## config.mk

```make
export PLATFORM = sky130hd
export DESIGN_NAME = id_pool_allocator_core
export DESIGN_NICKNAME = d
export VERILOG_FILES = /design/src/rtl/ida_pkg.sv /design/src/rtl/ida_ram.sv /design/src/rtl/ida_queue.sv /design/src/rtl/ida_front.sv /design/src/rtl/ida_back.sv /design/src/rtl/id_pool_allocator_core.sv
export SDC_FILE = /design/constraint.sdc
export NUM_CORES = 1
export LEC_CHECK = 0
export BUFFER_PORTS_ARGS = -buffer_cell sky130_fd_sc_hd__buf_4
export CORE_ASPECT_RATIO = 2
export CORE_UTILIZATION = 47
export DETAILED_ROUTE_END_ITERATION = 10
export PLACE_DENSITY = 0.67
export SYNTH_ARGS = -nofsm -noshare
export SYNTH_HDL_FRONTEND = slang
export SYNTH_SLANG_ARGS = --single-unit
```

## constraint.sdc

```tcl
create_clock -name clock -period 6.5 [get_ports clock]
set_input_delay 0 -clock clock [delete_from_list [all_inputs] [get_ports clock]]
set_output_delay 0 -clock clock [all_outputs]
set_load 0.1 [all_outputs]
```

## src/rtl/ida_pkg.sv

```systemverilog
// ----------------------------------------------------------------------------
// ida_pkg
// Shared types and constants of the ID pool allocator.
// ----------------------------------------------------------------------------
package ida_pkg;

   localparam int WORD_W  = 32;   // bitmap word
   localparam int BIT_W   = 5;    // bit index in a word
   localparam int ID_W    = 16;   // request id field
   localparam int FIELD_W = 11;   // active_ids, given_id, used_count

   localparam logic [1:0] FUNC_ALLOC = 2'd0;
   localparam logic [1:0] FUNC_FREE  = 2'd1;
   localparam logic [1:0] FUNC_MARK  = 2'd2;

   typedef enum logic [1:0] {
      OP_ALLOC = 2'd0,
      OP_FREE  = 2'd1,
      OP_MARK  = 2'd2,
      OP_NOP   = 2'd3
   } op_type;

   typedef enum logic {
      FE_IDLE,
      FE_DIV
   } fe_state_type;

   typedef enum logic [1:0] {
      BK_CLEAR,
      BK_IDLE,
      BK_SCAN,
      BK_RMW
   } bk_state_type;

   typedef struct packed {
      logic [1:0]      func;
      logic [ID_W-1:0] req_id;
   } req_type;

   typedef struct packed {
      logic [FIELD_W-1:0] given_id;
      logic               changed;
      logic [FIELD_W-1:0] used_count;
   } rsp_type;

endpackage

```

## src/rtl/ida_ram.sv

```systemverilog
// ----------------------------------------------------------------------------
// ida_ram
// Simple dual-port RAM, one write and one registered read port.
// ----------------------------------------------------------------------------
module ida_ram #(
   parameter int WIDTH  = 32,
   parameter int DEPTH  = 32,
   parameter int ADDR_W = 5
) (
   input  logic              clock,
   input  logic              wr_en,
   input  logic [ADDR_W-1:0] wr_addr,
   input  logic [WIDTH-1:0]  wr_data,
   input  logic              rd_en,
   input  logic [ADDR_W-1:0] rd_addr,
   output logic [WIDTH-1:0]  rd_data
);

   logic [WIDTH-1:0] mem_ff [DEPTH];
   logic [WIDTH-1:0] rd_data_ff;

   always_ff @(posedge clock) begin
      if (wr_en) begin
         mem_ff[wr_addr] <= wr_data;
      end
      if (rd_en) begin
         rd_data_ff <= mem_ff[rd_addr];
      end
   end

   assign rd_data = rd_data_ff;

endmodule

```

## src/rtl/ida_queue.sv

```systemverilog
// ----------------------------------------------------------------------------
// ida_queue
// Two-entry queue between the front and back parts.
// ----------------------------------------------------------------------------
module ida_queue #(
   parameter int WIDTH = 12
) (
   input  logic             clock,
   input  logic             reset,
   input  logic             push,
   input  logic [WIDTH-1:0] push_data,
   input  logic             pop,
   output logic [WIDTH-1:0] pop_data,
   output logic             full,
   output logic             empty
);

   logic [WIDTH-1:0] entry_ff [2];
   logic             wp_ff, wp_in;
   logic             rp_ff, rp_in;
   logic [1:0]       count_ff, count_in;

   always_comb begin
      wp_in    = wp_ff;
      rp_in    = rp_ff;
      count_in = count_ff;
      if (push) begin
         wp_in = ~wp_ff;
      end
      if (pop) begin
         rp_in = ~rp_ff;
      end
      if (push && !pop) begin
         count_in = count_ff + 2'd1;
      end else if (pop && !push) begin
         count_in = count_ff - 2'd1;
      end
   end

   always_ff @(posedge clock) begin
      if (reset) begin
         wp_ff    <= 1'b0;
         rp_ff    <= 1'b0;
         count_ff <= 2'd0;
      end else begin
         wp_ff    <= wp_in;
         rp_ff    <= rp_in;
         count_ff <= count_in;
      end
   end

   always_ff @(posedge clock) begin
      if (push) begin
         entry_ff[wp_ff] <= push_data;
      end
   end

   assign pop_data = entry_ff[rp_ff];
   assign full     = count_ff[1];
   assign empty    = (count_ff == 2'd0);

endmodule

```

## src/rtl/ida_front.sv

```systemverilog
// ----------------------------------------------------------------------------
// ida_front
// Accepts requests, decodes the operation and reduces the id to a slot
// index with a bit-serial remainder unit.
// ----------------------------------------------------------------------------
module ida_front #(
   parameter int ACT_W = 11,
   parameter int SA_W  = 10
) (
   input  logic                 clock,
   input  logic                 reset,
   input  logic                 start,
   input  ida_pkg::req_type     req_item,
   input  logic [ACT_W-1:0]     active,
   input  logic                 q_full,
   input  logic                 clearing,
   output logic                 busy,
   output logic                 q_push,
   output ida_pkg::op_type      q_op,
   output logic [SA_W-1:0]      q_slot
);

   import ida_pkg::*;

   localparam int CNT_W = $clog2(ID_W);
   localparam logic [CNT_W-1:0] CNT_LAST = CNT_W'(ID_W - 1);

   fe_state_type     state_ff, state_in;
   logic [ACT_W-1:0] rem_ff, rem_in;
   logic [ID_W-1:0]  id_ff, id_in;
   logic [CNT_W-1:0] cnt_ff, cnt_in;
   op_type           op_ff, op_in;

   logic             accept;
   logic [ACT_W:0]   shifted;
   logic [ACT_W:0]   reduced;

   assign busy   = (state_ff != FE_IDLE) || q_full || clearing;
   assign accept = start && !busy;

   always_comb begin
      state_in = state_ff;
      rem_in   = rem_ff;
      id_in    = id_ff;
      cnt_in   = cnt_ff;
      op_in    = op_ff;
      q_push   = 1'b0;
      q_op     = OP_NOP;
      q_slot   = '0;
      shifted  = {rem_ff, id_ff[ID_W-1]};
      reduced  = (shifted >= {1'b0, active}) ? (shifted - {1'b0, active}) : shifted;
      case (state_ff)
         FE_IDLE: begin
            if (accept) begin
               case (req_item.func)
                  FUNC_FREE, FUNC_MARK: begin
                     op_in    = (req_item.func == FUNC_FREE) ? OP_FREE : OP_MARK;
                     rem_in   = '0;
                     id_in    = req_item.req_id;
                     cnt_in   = '0;
                     state_in = FE_DIV;
                  end
                  FUNC_ALLOC: begin
                     q_push = 1'b1;
                     q_op   = OP_ALLOC;
                  end
                  default: begin
                     q_push = 1'b1;
                     q_op   = OP_NOP;
                  end
               endcase
            end
         end
         FE_DIV: begin
            rem_in = ACT_W'(reduced);
            id_in  = id_ff << 1;
            cnt_in = cnt_ff + CNT_W'(1);
            if (cnt_ff == CNT_LAST) begin
               // id zero or a multiple of the size wraps to the last slot
               q_push   = 1'b1;
               q_op     = op_ff;
               q_slot   = (rem_in == '0) ? SA_W'(active - ACT_W'(1))
                                         : SA_W'(rem_in - ACT_W'(1));
               state_in = FE_IDLE;
            end
         end
         default: begin
            state_in = FE_IDLE;
         end
      endcase
   end

   always_ff @(posedge clock) begin
      if (reset) begin
         state_ff <= FE_IDLE;
      end else begin
         state_ff <= state_in;
      end
   end

   always_ff @(posedge clock) begin
      rem_ff <= rem_in;
      id_ff  <= id_in;
      cnt_ff <= cnt_in;
      op_ff  <= op_in;
   end

endmodule

```

## src/rtl/ida_back.sv

```systemverilog
// ----------------------------------------------------------------------------
// ida_back
// Executes queued operations on the in-use bitmap: next-fit word scan
// for allocate, read-modify-write for free and mark, clearing after reset.
// ----------------------------------------------------------------------------
module ida_back #(
   parameter int ACT_W  = 11,
   parameter int NWORDS = 32,
   parameter int WIDX_W = 5,
   parameter int SA_W   = 10
) (
   input  logic                 clock,
   input  logic                 reset,
   input  logic [ACT_W-1:0]     active,
   input  logic                 q_empty,
   input  ida_pkg::op_type      q_op,
   input  logic [SA_W-1:0]      q_slot,
   output logic                 q_pop,
   output logic                 clearing,
   output logic                 rsp_strobe,
   output ida_pkg::rsp_type     rsp_item
);

   import ida_pkg::*;

   localparam logic [WIDX_W-1:0] LAST_WORD = WIDX_W'(NWORDS - 1);

   bk_state_type      state_ff, state_in;
   logic [WIDX_W-1:0] clr_ff, clr_in;
   logic [WIDX_W-1:0] nxt_w_ff, nxt_w_in;
   logic [WIDX_W-1:0] cur_w_ff, cur_w_in;
   logic              cur_first_ff, cur_first_in;
   op_type            op_ff, op_in;
   logic [SA_W-1:0]   slot_ff, slot_in;
   logic [ACT_W-1:0]  used_ff, used_in;
   logic [ACT_W-1:0]  search_ff, search_in;
   logic              rsp_strobe_ff, rsp_strobe_in;
   rsp_type           rsp_ff, rsp_in;

   logic              wr_en;
   logic [WIDX_W-1:0] wr_addr;
   logic [WORD_W-1:0] wr_data;
   logic              rd_en;
   logic [WIDX_W-1:0] rd_addr;
   logic [WORD_W-1:0] rd_data;

   logic [SA_W-1:0]   start_sa;
   logic [SA_W-1:0]   last_sa;
   logic [WIDX_W-1:0] last_w;
   logic [BIT_W-1:0]  last_bit;
   logic [WIDX_W-1:0] start_w;
   logic [WORD_W-1:0] lo_mask;
   logic [WORD_W-1:0] hi_mask;
   logic [WORD_W-1:0] free_vec;
   logic              found;
   logic [BIT_W-1:0]  fbit;
   logic [SA_W:0]     alloc_id;
   logic              cur_bit;

   ida_ram #(
      .WIDTH  (WORD_W),
      .DEPTH  (NWORDS),
      .ADDR_W (WIDX_W)
   ) u_map (
      .clock   (clock),
      .wr_en   (wr_en),
      .wr_addr (wr_addr),
      .wr_data (wr_data),
      .rd_en   (rd_en),
      .rd_addr (rd_addr),
      .rd_data (rd_data)
   );

   assign start_sa = (search_ff == active) ? '0 : SA_W'(search_ff);
   assign start_w  = start_sa[SA_W-1:BIT_W];
   assign last_sa  = SA_W'(active - ACT_W'(1));
   assign last_w   = last_sa[SA_W-1:BIT_W];
   assign last_bit = last_sa[BIT_W-1:0];

   // first free slot of the word on the read port
   always_comb begin
      lo_mask  = cur_first_ff ? ({WORD_W{1'b1}} << slot_ff[BIT_W-1:0]) : {WORD_W{1'b1}};
      hi_mask  = (cur_w_ff == last_w) ? ({WORD_W{1'b1}} >> (BIT_W'(WORD_W - 1) - last_bit))
                                      : {WORD_W{1'b1}};
      free_vec = ~rd_data & lo_mask & hi_mask;
      found    = 1'b0;
      fbit     = '0;
      for (int i = WORD_W - 1; i >= 0; i--) begin
         if (free_vec[i]) begin
            found = 1'b1;
            fbit  = BIT_W'(i);
         end
      end
      alloc_id = {1'b0, cur_w_ff, fbit} + (SA_W + 1)'(1);
      cur_bit  = rd_data[slot_ff[BIT_W-1:0]];
   end

   always_comb begin
      state_in      = state_ff;
      clr_in        = clr_ff;
      nxt_w_in      = nxt_w_ff;
      cur_w_in      = cur_w_ff;
      cur_first_in  = cur_first_ff;
      op_in         = op_ff;
      slot_in       = slot_ff;
      used_in       = used_ff;
      search_in     = search_ff;
      rsp_strobe_in = 1'b0;
      rsp_in        = '0;
      q_pop         = 1'b0;
      wr_en         = 1'b0;
      wr_addr       = '0;
      wr_data       = '0;
      rd_en         = 1'b0;
      rd_addr       = '0;
      case (state_ff)
         BK_CLEAR: begin
            wr_en   = 1'b1;
            wr_addr = clr_ff;
            clr_in  = clr_ff + WIDX_W'(1);
            if (clr_ff == LAST_WORD) begin
               state_in = BK_IDLE;
            end
         end
         BK_IDLE: begin
            if (!q_empty) begin
               q_pop = 1'b1;
               case (q_op)
                  OP_ALLOC: begin
                     if (used_ff >= active) begin
                        rsp_strobe_in = 1'b1;
                     end else begin
                        rd_en        = 1'b1;
                        rd_addr      = start_w;
                        cur_w_in     = start_w;
                        cur_first_in = 1'b1;
                        nxt_w_in     = (start_w == last_w) ? '0 : start_w + WIDX_W'(1);
                        slot_in      = start_sa;
                        state_in     = BK_SCAN;
                     end
                  end
                  OP_FREE, OP_MARK: begin
                     rd_en    = 1'b1;
                     rd_addr  = q_slot[SA_W-1:BIT_W];
                     slot_in  = q_slot;
                     op_in    = q_op;
                     state_in = BK_RMW;
                  end
                  default: begin
                     rsp_strobe_in = 1'b1;
                  end
               endcase
            end
         end
         BK_SCAN: begin
            if (found) begin
               wr_en              = 1'b1;
               wr_addr            = cur_w_ff;
               wr_data            = rd_data | (WORD_W'(1) << fbit);
               used_in            = used_ff + ACT_W'(1);
               search_in          = ACT_W'(alloc_id);
               rsp_strobe_in      = 1'b1;
               rsp_in.given_id    = FIELD_W'(alloc_id);
               rsp_in.changed     = 1'b1;
               state_in           = BK_IDLE;
            end else begin
               rd_en        = 1'b1;
               rd_addr      = nxt_w_ff;
               cur_w_in     = nxt_w_ff;
               cur_first_in = 1'b0;
               nxt_w_in     = (nxt_w_ff == last_w) ? '0 : nxt_w_ff + WIDX_W'(1);
            end
         end
         BK_RMW: begin
            wr_addr       = slot_ff[SA_W-1:BIT_W];
            rsp_strobe_in = 1'b1;
            state_in      = BK_IDLE;
            if (op_ff == OP_FREE) begin
               if (cur_bit) begin
                  wr_en          = 1'b1;
                  wr_data        = rd_data & ~(WORD_W'(1) << slot_ff[BIT_W-1:0]);
                  used_in        = used_ff - ACT_W'(1);
                  rsp_in.changed = 1'b1;
               end
            end else begin
               if (!cur_bit) begin
                  wr_en          = 1'b1;
                  wr_data        = rd_data | (WORD_W'(1) << slot_ff[BIT_W-1:0]);
                  used_in        = used_ff + ACT_W'(1);
                  rsp_in.changed = 1'b1;
               end
            end
         end
         default: begin
            state_in = BK_IDLE;
         end
      endcase
      rsp_in.used_count = FIELD_W'(used_in);
   end

   always_ff @(posedge clock) begin
      if (reset) begin
         state_ff      <= BK_CLEAR;
         clr_ff        <= '0;
         used_ff       <= '0;
         search_ff     <= '0;
         rsp_strobe_ff <= 1'b0;
      end else begin
         state_ff      <= state_in;
         clr_ff        <= clr_in;
         used_ff       <= used_in;
         search_ff     <= search_in;
         rsp_strobe_ff <= rsp_strobe_in;
      end
   end

   always_ff @(posedge clock) begin
      nxt_w_ff     <= nxt_w_in;
      cur_w_ff     <= cur_w_in;
      cur_first_ff <= cur_first_in;
      op_ff        <= op_in;
      slot_ff      <= slot_in;
      rsp_ff       <= rsp_in;
   end

   assign clearing   = (state_ff == BK_CLEAR);
   assign rsp_strobe = rsp_strobe_ff;
   assign rsp_item   = rsp_ff;

endmodule

```

## src/rtl/id_pool_allocator_core.sv

```systemverilog
// ----------------------------------------------------------------------------
// id_pool_allocator_core
// Next-fit bitmap ID allocator: allocate, free and mark requests on a pool
// of IDs 1..active_ids, every response carrying the in-use count.
//
//   port group   direction  handshake
//   req_*        in         start / busy, taken when start & !busy
//   rsp_*        out        rsp_strobe, one cycle, no back-pressure
//   csr_*        in         csr_wr_en, single register active_ids
//
// Allocate: one bitmap word per cycle from the RAM read port, at most
// NWORDS+1 words. Free / mark: bit-serial id reduction in the front,
// then a read-modify-write in the back. The front takes the next beat
// while the back works. After reset the bitmap is cleared one word per
// cycle; busy stays high meanwhile.
// ----------------------------------------------------------------------------
module id_pool_allocator_core #(
   parameter int POOL_SIZE = 1024
) (
   input  logic                          clock,
   input  logic                          reset,
   input  logic                          start,
   output logic                          busy,
   input  ida_pkg::req_type              req_item,
   output logic                          rsp_strobe,
   output ida_pkg::rsp_type              rsp_item,
   input  logic                          csr_wr_en,
   input  logic [ida_pkg::FIELD_W-1:0]   csr_wr_data
);

   import ida_pkg::*;

   localparam int ACT_W  = $clog2(POOL_SIZE + 1);
   localparam int NWORDS = (POOL_SIZE + WORD_W - 1) / WORD_W;
   localparam int WIDX_W = (NWORDS > 1) ? $clog2(NWORDS) : 1;
   localparam int SA_W   = WIDX_W + BIT_W;
   localparam int CMP_W  = (ACT_W > FIELD_W) ? ACT_W : FIELD_W;
   localparam int Q_W    = 2 + SA_W;

   logic [ACT_W-1:0] active_ff, active_in;
   logic [CMP_W-1:0] wr_ext;
   logic [CMP_W-1:0] wr_sat;

   logic             q_push;
   op_type           q_push_op;
   logic [SA_W-1:0]  q_push_slot;
   logic             q_pop;
   logic [Q_W-1:0]   q_pop_data;
   logic             q_full;
   logic             q_empty;
   logic             clearing;

   // active size only grows, saturated to the pool
   always_comb begin
      wr_ext    = CMP_W'(csr_wr_data);
      wr_sat    = (wr_ext > CMP_W'(POOL_SIZE)) ? CMP_W'(POOL_SIZE) : wr_ext;
      active_in = active_ff;
      if (csr_wr_en && (wr_sat > CMP_W'(active_ff))) begin
         active_in = ACT_W'(wr_sat);
      end
   end

   always_ff @(posedge clock) begin
      if (reset) begin
         active_ff <= ACT_W'(POOL_SIZE);
      end else begin
         active_ff <= active_in;
      end
   end

   ida_front #(
      .ACT_W (ACT_W),
      .SA_W  (SA_W)
   ) u_front (
      .clock    (clock),
      .reset    (reset),
      .start    (start),
      .req_item (req_item),
      .active   (active_ff),
      .q_full   (q_full),
      .clearing (clearing),
      .busy     (busy),
      .q_push   (q_push),
      .q_op     (q_push_op),
      .q_slot   (q_push_slot)
   );

   ida_queue #(
      .WIDTH (Q_W)
   ) u_queue (
      .clock     (clock),
      .reset     (reset),
      .push      (q_push),
      .push_data ({q_push_op, q_push_slot}),
      .pop       (q_pop),
      .pop_data  (q_pop_data),
      .full      (q_full),
      .empty     (q_empty)
   );

   ida_back #(
      .ACT_W  (ACT_W),
      .NWORDS (NWORDS),
      .WIDX_W (WIDX_W),
      .SA_W   (SA_W)
   ) u_back (
      .clock      (clock),
      .reset      (reset),
      .active     (active_ff),
      .q_empty    (q_empty),
      .q_op       (op_type'(q_pop_data[Q_W-1:SA_W])),
      .q_slot     (q_pop_data[SA_W-1:0]),
      .q_pop      (q_pop),
      .clearing   (clearing),
      .rsp_strobe (rsp_strobe),
      .rsp_item   (rsp_item)
   );

   a_clear_busy: assert property (@(posedge clock) disable iff (reset)
      clearing |-> busy)
      else $error("beat accepted while bitmap clear runs");

   a_queue_room: assert property (@(posedge clock) disable iff (reset)
      q_push |-> (!q_full || q_pop))
      else $error("queue overflow");

   a_pop_nonempty: assert property (@(posedge clock) disable iff (reset)
      q_pop |-> !q_empty)
      else $error("queue underflow");

   a_alloc_changed: assert property (@(posedge clock) disable iff (reset)
      (rsp_strobe && (rsp_item.given_id != '0)) |-> rsp_item.changed)
      else $error("allocated id without a claimed slot");

endmodule
```

# Word level (Yosys, flattened, before mapping)
# Memory sizes are Yosys's and may differ from the RTL's. A register that Yosys moved wholly into a read port is not among the register bits.
# Index checks and enable logic that the tools add are counted.
dict set report totals {
  register_bits 125
  mem_bits_rw 1048
  inputBits 33
  output_inout_bits 25
  word_cells 272
  mem_count 2
}
# name depth width read_ports rd_clocked_by_memory_dff wr line
set mem_list {}
lappend mem_list {u_back.u_map.mem_ff 32 32 1 1 1 ida_ram.sv:19} ;# logic [WIDTH-1:0] mem_ff [DEPTH];
lappend mem_list {u_queue.entry_ff 2 12 1 1 1 ida_queue.sv:18} ;# logic [WIDTH-1:0] entry_ff [2];
dict set report op_classes {
  n_addsub 13
  magnitude_cmp 5
  n_eq_ne 25
  shift 4
  muxes 164
  bitwise 11
  reduce_logical 26
}
# op count
set ops {}
lappend ops {{5-bit two-way mux} 46}
lappend ops {{32-bit two-way mux} 6}
lappend ops {{32-bit AND} 3}
lappend ops {{11-bit two-way mux} 8}
lappend ops {{32-bit inverter} 2}
lappend ops {{32-bit OR} 2}
lappend ops {{32-bit one-hot mux with 2 select lines} 1}
lappend ops {{1-bit by 5-bit left shift with 32-bit output (first input constant)} 2}
lappend ops {{1-bit two-way mux} 61}
lappend ops {{10-bit two-way mux} 5}
lappend ops {{11-bit one-hot mux with 2 select lines} 2}
lappend ops {{5-bit one-hot mux with 2 select lines} 4}
lappend ops {{16-bit two-way mux} 2}
lappend ops {{16-bit one-hot mux with 2 select lines} 1}
lappend ops {{32-bit by 5-bit left shift with 32-bit output (first input constant)} 1}
lappend ops {{32-bit by 5-bit right shift with 32-bit output (first input constant)} 1}
lappend ops {{2-bit two-way mux} 10}
lappend ops {{10-bit one-hot mux with 2 select lines} 1}
lappend ops {{10-bit by 1-bit subtractor with 10-bit output (second input constant)} 2}
lappend ops {{5-bit by 1-bit adder with 5-bit output (second input constant)} 3}
lappend ops {{5-bit equality test} 3}
lappend ops {{5-bit one-hot mux with 3 select lines} 1}
lappend ops {{1-bit one-hot mux with 2 select lines} 7}
lappend ops {{12-bit by 11-bit >= comparator with 1-bit output} 1}
lappend ops {{other kinds (39)} 73}

# Logic depth before layout (Yosys ltp)
dict set report logic_depth {
  depth_word 41
  ltp_mapped 25
  ltp_nobuf 21
}

# Cells and area by module
# A second synthesis with hierarchy kept.
dict set report hier_totals {
  cells_unflattened 3757
  area_unflattened_um2 53527.6
}
# module instances cells_each area_per_inst_um2 seq_area_each_um2
set by_module_without_submodules {}
lappend by_module_without_submodules {ida_ram 1 2260 40812.9 31710.4}
lappend by_module_without_submodules {ida_back 1 1055 8049.0 1751.7}
lappend by_module_without_submodules {ida_front 1 291 2790.2 1011.0}
lappend by_module_without_submodules {ida_queue 1 58 1059.8 820.8}
lappend by_module_without_submodules {id_pool_allocator_core 1 93 815.8 220.2}

# Worst setup path after synthesis
# OpenSTA, ideal clock, no wires.
dict set report synth_timing {
  path_type {register to register}
  from {reg active_ff[1]}
  to {mem u_back.u_map.mem_ff[0][0], enable pin}
  setup_ns 0.421
  arrival_time_ns 5.776
  t_required_ns 6.079
  setup_slack_ns 0.303
  stages_incl_launch_ff 18
  n_path_buf 3
  synth_period_minus_slack_ns 6.197
  cell_sequence {dfxtp_1 -> inv_1 -> ha_1 -> buf_2 -> nor4b_4 -> xor2_1 -> nand4_1 -> a211o_1 -> buf_2 -> o31ai_1 -> o2111ai_1 -> nor4b_4 -> and2_0 -> clkbuf_2 -> nor2_1 -> a222oi_1 -> a41oi_1 -> nor2_1}
}
dict set report synth_via {
  elab_chain_len 41
  elab_cells_between_ends 44
  classes_between {add/sub (2); eq/ne (1); shift (1); mux (39); bitwise (1)}
}
# element line
set synth_rtl {}
lappend synth_rtl {{from (decl)} id_pool_allocator_core.sv:40} ;# logic [ACT_W-1:0] active_ff, active_in;
lappend synth_rtl {{from (signal assigned)} id_pool_allocator_core.sv:65} ;# active_ff <= ACT_W'(POOL_SIZE);
lappend synth_rtl {{from (signal assigned)} id_pool_allocator_core.sv:67} ;# active_ff <= active_in;
lappend synth_rtl {{10-bit by 1-bit subtractor with 10-bit output (*)} ida_back.sv:76} ;# assign last_sa = SA_W'(active - ACT_W'(1));
lappend synth_rtl {{5-bit subtractor} ida_back.sv:83} ;# hi_mask = (cur_w_ff == last_w) ? ({WORD_W{1'b1}} >> (BIT_W'(WORD_W - 1) - last_bit))
lappend synth_rtl {{32-bit by 5-bit right shift with 32-bit output} ida_back.sv:83}
lappend synth_rtl {{32-bit two-way mux (*)} ida_back.sv:83}
lappend synth_rtl {{32-bit AND (*)} ida_back.sv:85} ;# free_vec = ~rd_data & lo_mask & hi_mask;
lappend synth_rtl {{1-bit two-way mux (31 in a row)} ida_back.sv:89} ;# if (free_vec[i]) begin
lappend synth_rtl {{1-bit two-way mux (*)} ida_back.sv:89}
lappend synth_rtl {{1-bit two-way mux} ida_back.sv:156} ;# if (found) begin
lappend synth_rtl {{1-bit one-hot mux with 3 select lines} ida_back.sv:116} ;# case (state_ff)
lappend synth_rtl {{1-bit two-way mux} ida_ram.sv:23} ;# if (wr_en) begin
lappend synth_rtl {{1-bit two-way mux (not written as such)} ida_ram.sv:24} ;# mem_ff[wr_addr] <= wr_data;
lappend synth_rtl {{to (decl)} ida_ram.sv:19}
# Every way passes the cells marked *; elsewhere a longest branch is shown, timed or not.

# Worst setup path after layout
dict set report layout_timing {
  from {reg active_ff[2]}
  to {reg u_back.u_map.rd_data_ff[25] (netlist: u_back.u_map.rd_data[25]), read port of u_back.u_map.mem_ff (data pin)}
}
dict set report layout_via {
  elab_chain_len 39
  elab_cells_between_ends 51
  classes_between {add/sub (2); order compare (1); eq/ne (2); shift (1); mux (44); bitwise (1)}
}
# element line
set layout_rtl {}
lappend layout_rtl {{10-bit by 1-bit subtractor with 10-bit output} ida_back.sv:76}
lappend layout_rtl {{5-bit subtractor} ida_back.sv:83}
lappend layout_rtl {{32-bit by 5-bit right shift with 32-bit output} ida_back.sv:83}
lappend layout_rtl {{32-bit two-way mux} ida_back.sv:83}
lappend layout_rtl {{32-bit AND} ida_back.sv:85}
lappend layout_rtl {{1-bit two-way mux (32 in a row)} ida_back.sv:89}
lappend layout_rtl {{5-bit two-way mux / 1-bit two-way mux (equally long branches)} ida_back.sv:156}
lappend layout_rtl {{5-bit one-hot mux with 2 select lines / 1-bit one-hot mux with 2 select lines (equally long branches)} ida_back.sv:116}
lappend layout_rtl {{to (decl)} ida_ram.sv:20} ;# logic [WIDTH-1:0] rd_data_ff;
# Parallel ways exist; a longest one is shown, timed or not.
# A chain may end at the register's enable or synchronous reset.

==> flow_summary.yaml <==
placed_design:
  postPlaceCellArea_um2: 56800
  preCtsSetupSlack_ps: 248
  place.gp.congestion: 0.978
  portBuffers: 57
  hpwl_um: 113000
cts:
  clkLatencyLatePin_ps: 730
  htreeDepth: 3
  ctsRootBufferMaster: "clkbuf_16"
  cts.clk_slew.worst_paths_ps: 70
  cts_buffers: 99
  cts_tree: "done"
  clkSinkCount: 1206
  clk_path_buf_depth: 3
cells_and_area:
  nets: 4191
  layout-drive-gt1-share: 0.154
  area_delta_synth_final_pct: 16.8
  finalInstanceArea_um2: 60800
critical_path:
  reg2regPathDepth: 15
  critical_path_class: "reg -> reg"
  path_buf_inv: 2
  crit_top_cell: "buf_12"
  worstPathCellList: "or4_4 > or4_1 > xnor2_1 > a211o_1 > o31ai_1 > o211ai_1 > nor4b_4 > buf_12 > a41o_4 > buf_12 > mux2_2 > a22oi_1 > o22ai_1 > nor4_1 > nand3_1"
  crit_family: "simple AND/OR/NAND/NOR gates"
  critical_path_peak_fanout: 26
  cpPeakStageDelay_ps: 640
  worstPathArrival_ps: 6720
  slowest_stage: "nor4b_4"
  critPathCaptureType: "flop"
  worstPathRequired_ps: 6900
  worstSetupStartpointType: "flop"
  reg2reg_slack_ps: 180
  cp.depth: 15
sta:
  fin_crit_ps: 6320
  finalCritPeriodShare: 0.972
  max_freq_ghz: 0.158
  slew_violations: 0
  grt_setup_unrepaired: "no"
  slew_headroom: 0.0152
  setup_ws_ps: 181
  tightest_slew_ps: 1470
  setup_viol: 0
  hold_violations: 0
  fin_skew_ps: 38.3
  tns_ps: 0
power:
  total_power_mw: 20.6
  power_density_nw_per_um2: 339
  p_leak_nw: 20.4
  peakVddDrop_uv: 257
job:
  drv_cap: 0
drt:
  num_vias: 36363
  drtAntennaViolNets: 0
  wl_per_cell_um: 31.4
  wirelength_um: 175000
  drtIter0Drc: 3852
  viasPerCell: 6.51
  drc: 0
  dr.pass1.iters: 8
synth:
  yosysUniqueCellTypes: 88
  synth_top_area_frac: 0.655
  syn_area_um2: 52100
  synth_ff_type: "edfxtp_1"
  seq_area_frac_synth: 0.682
  syn-num-nets: 3982
  synth_cells: 3889
  ys_top_cells_by_count: "edfxtp_1, nand2_1, a21oi_1, nor2_1, o21ai_0"
  ys_async_sr_fraction: 0
  synth-edff-count: 1136
  ys_ff_latch: 1206
  post-synth-top-count-cell: "edfxtp_1"
  ys_warn_count: 0
  syn_avg_cell_area_um2: 13.4
  yosys.area.top_type: "edfxtp_1"
  synthTopCellsByArea: "edfxtp_1, a21oi_1, mux2i_1"
die:
  num_rows: 172
  ioPinCount: 58
  die_w_um: 237
  die_y_um: 473
  die_area_um2: 112000
  initial_utilization: 0.474
  core-area_um2: 110000
global_routing:
  grt_max_degree: 115
  grt.total_usage: 0.312
  grt-ovfl-total: 0
  antenna_found_initial: 15
  first_global_vias: 36450
  grt_pass1_wl_um: 248000
min_path:
  hold_class: "in -> reg"
  hold_depth: 4
outcome:
  run_status: "completed"
-- cell usage in the layout, fill, tap and decap left out, types with 27 or more instances in the layout --
cell / Yosys / final
a211oi_1: 37 / 36
a21o_1: 40 / 39
a21oi_1: 304 / 302
a221oi_1: 34 / 33
a22oi_1: 27 / 27
buf_12: 0 / 88
buf_4: 6 / 229
clkbuf_16: 0 / 103
dfxtp_1: 70 / 70
dlygate4sd3_1: 0 / 50
edfxtp_1: 1136 / 1136
ha_1: 59 / 59
inv_1: 78 / 77
mux2i_1: 142 / 142
nand2_1: 338 / 334
nand2b_1: 45 / 45
nand3_1: 28 / 28
nor2_1: 208 / 178
nor2_4: 0 / 31
nor3_1: 78 / 78
o21ai_0: 191 / 191
o221ai_1: 92 / 92
o22ai_1: 128 / 95
o22ai_2: 0 / 32
or3_1: 81 / 81
xnor2_1: 53 / 52
xor2_1: 42 / 42
-- stage by stage --
stage           util  hold WS [ps]  std cells
2_1_floorplan      -           209       3889
3_3_place_gp   0.518           308       5337
3_5_place_dp   0.518           308       5337
4_1_cts        0.553          51.0       5572
5_1_grt        0.554          95.6       5582
6_report       0.554          85.1       5587
-- logic make-up (layout without fill, tap and decap cells) --
family                     Yosys count  count (layout)  synth area share
and+or+nand+nor                    914             915            0.0829
xor gates and xnor gates            95              95            0.0160
buffers and inverters              340             632            0.0263
AOI/OAI and AO/OA                 1096            1096             0.141
muxes                              177             177            0.0370
DFF                               1206            1206             0.682
adders and majority gates           61              61            0.0148
other                                0              13                 0
-- registers in the layout, indices dropped and copies added (netlist names), 2 cells and up, named ones only --
signal / count
active_ff: 11
u_back.clr_ff: 5
u_back.cur_w_ff: 5
u_back.nxt_w_ff: 5
u_back.op_ff: 2
u_back.rsp_item: 23
u_back.search_ff: 11
u_back.slot_ff: 10
u_back.state_ff: 2
u_back.u_map.mem_ff: 1024
u_back.u_map.rd_data: 32
u_back.used_ff: 11
u_front.cnt_ff: 4
u_front.id_ff: 16
u_front.op_ff: 2
u_front.rem_ff: 11
u_queue.count_ff: 2
u_queue.entry_ff: 24
-- path summary, 6_finish.rpt --
kind	startpoint	end
setup / recovery	active_ff[2]	u_back.u_map.rd_data[25]
hold / removal	csr_wr_en	active_ff[0]
setup reg to reg	active_ff[2]	u_back.u_map.rd_data[25]
hold reg to reg	u_queue.wp_ff	u_queue.wp_ff
-- worst register-to-register path, cell delays in order (launching register included) --
cell      delay [ps]
dfxtp_1          430
or4_4            560
or4_1            480
xnor2_1          190
a211o_1          550
o31ai_1          620
o211ai_1         240
nor4b_4          640
buf_12           240
a41o_4           390
buf_12           280
mux2_2           370
a22oi_1          130
o22ai_1          100
nor4_1           460
nand3_1          310
-- final cells by class --
type	count	area, um^2
antenna	13	32.5
clock buffer	116	2640
clock inverter	69	758
fill	8734	48900
inverter	79	297
multi-input combinational	2344	15800
sequential	1206	35500
tap	1392	1740
timing repair buffer	368	4000
-- metal layers --
| metal | GRT usage | share of wire | up-vias |
|---|---|---|---|
| li1 | - | - | 15539 |
| met1 | 0.295 | 0.30 | 17966 |
| met2 | 0.557 | 0.52 | 2060 |
| met3 | 0.0704 | 0.078 | 794 |
| met4 | 0.282 | 0.10 | 4 |
| met5 | 0 | 0.00017 | - |
-- repair_timing --
| item | CTS | global route |
|---|---|---|
| hold buffers | 50 | 0 |
| setup buffers | 0 | 0 |
| endpoints found under the hold margin | 68 | 0 |
| endpoints found under the setup margin | 0 | 266 |
| gates resized for setup | 0 | 4 |
-- report_power, final --
part / internal, mW / total, mW / switching [mW]
logic: 1.35 / 4.37 / 3.01
registers: 9.55 / 9.95 / 0.396
clock network: 3.48 / 6.32 / 2.84
Note: power is estimated with default switching activity, not from simulation.
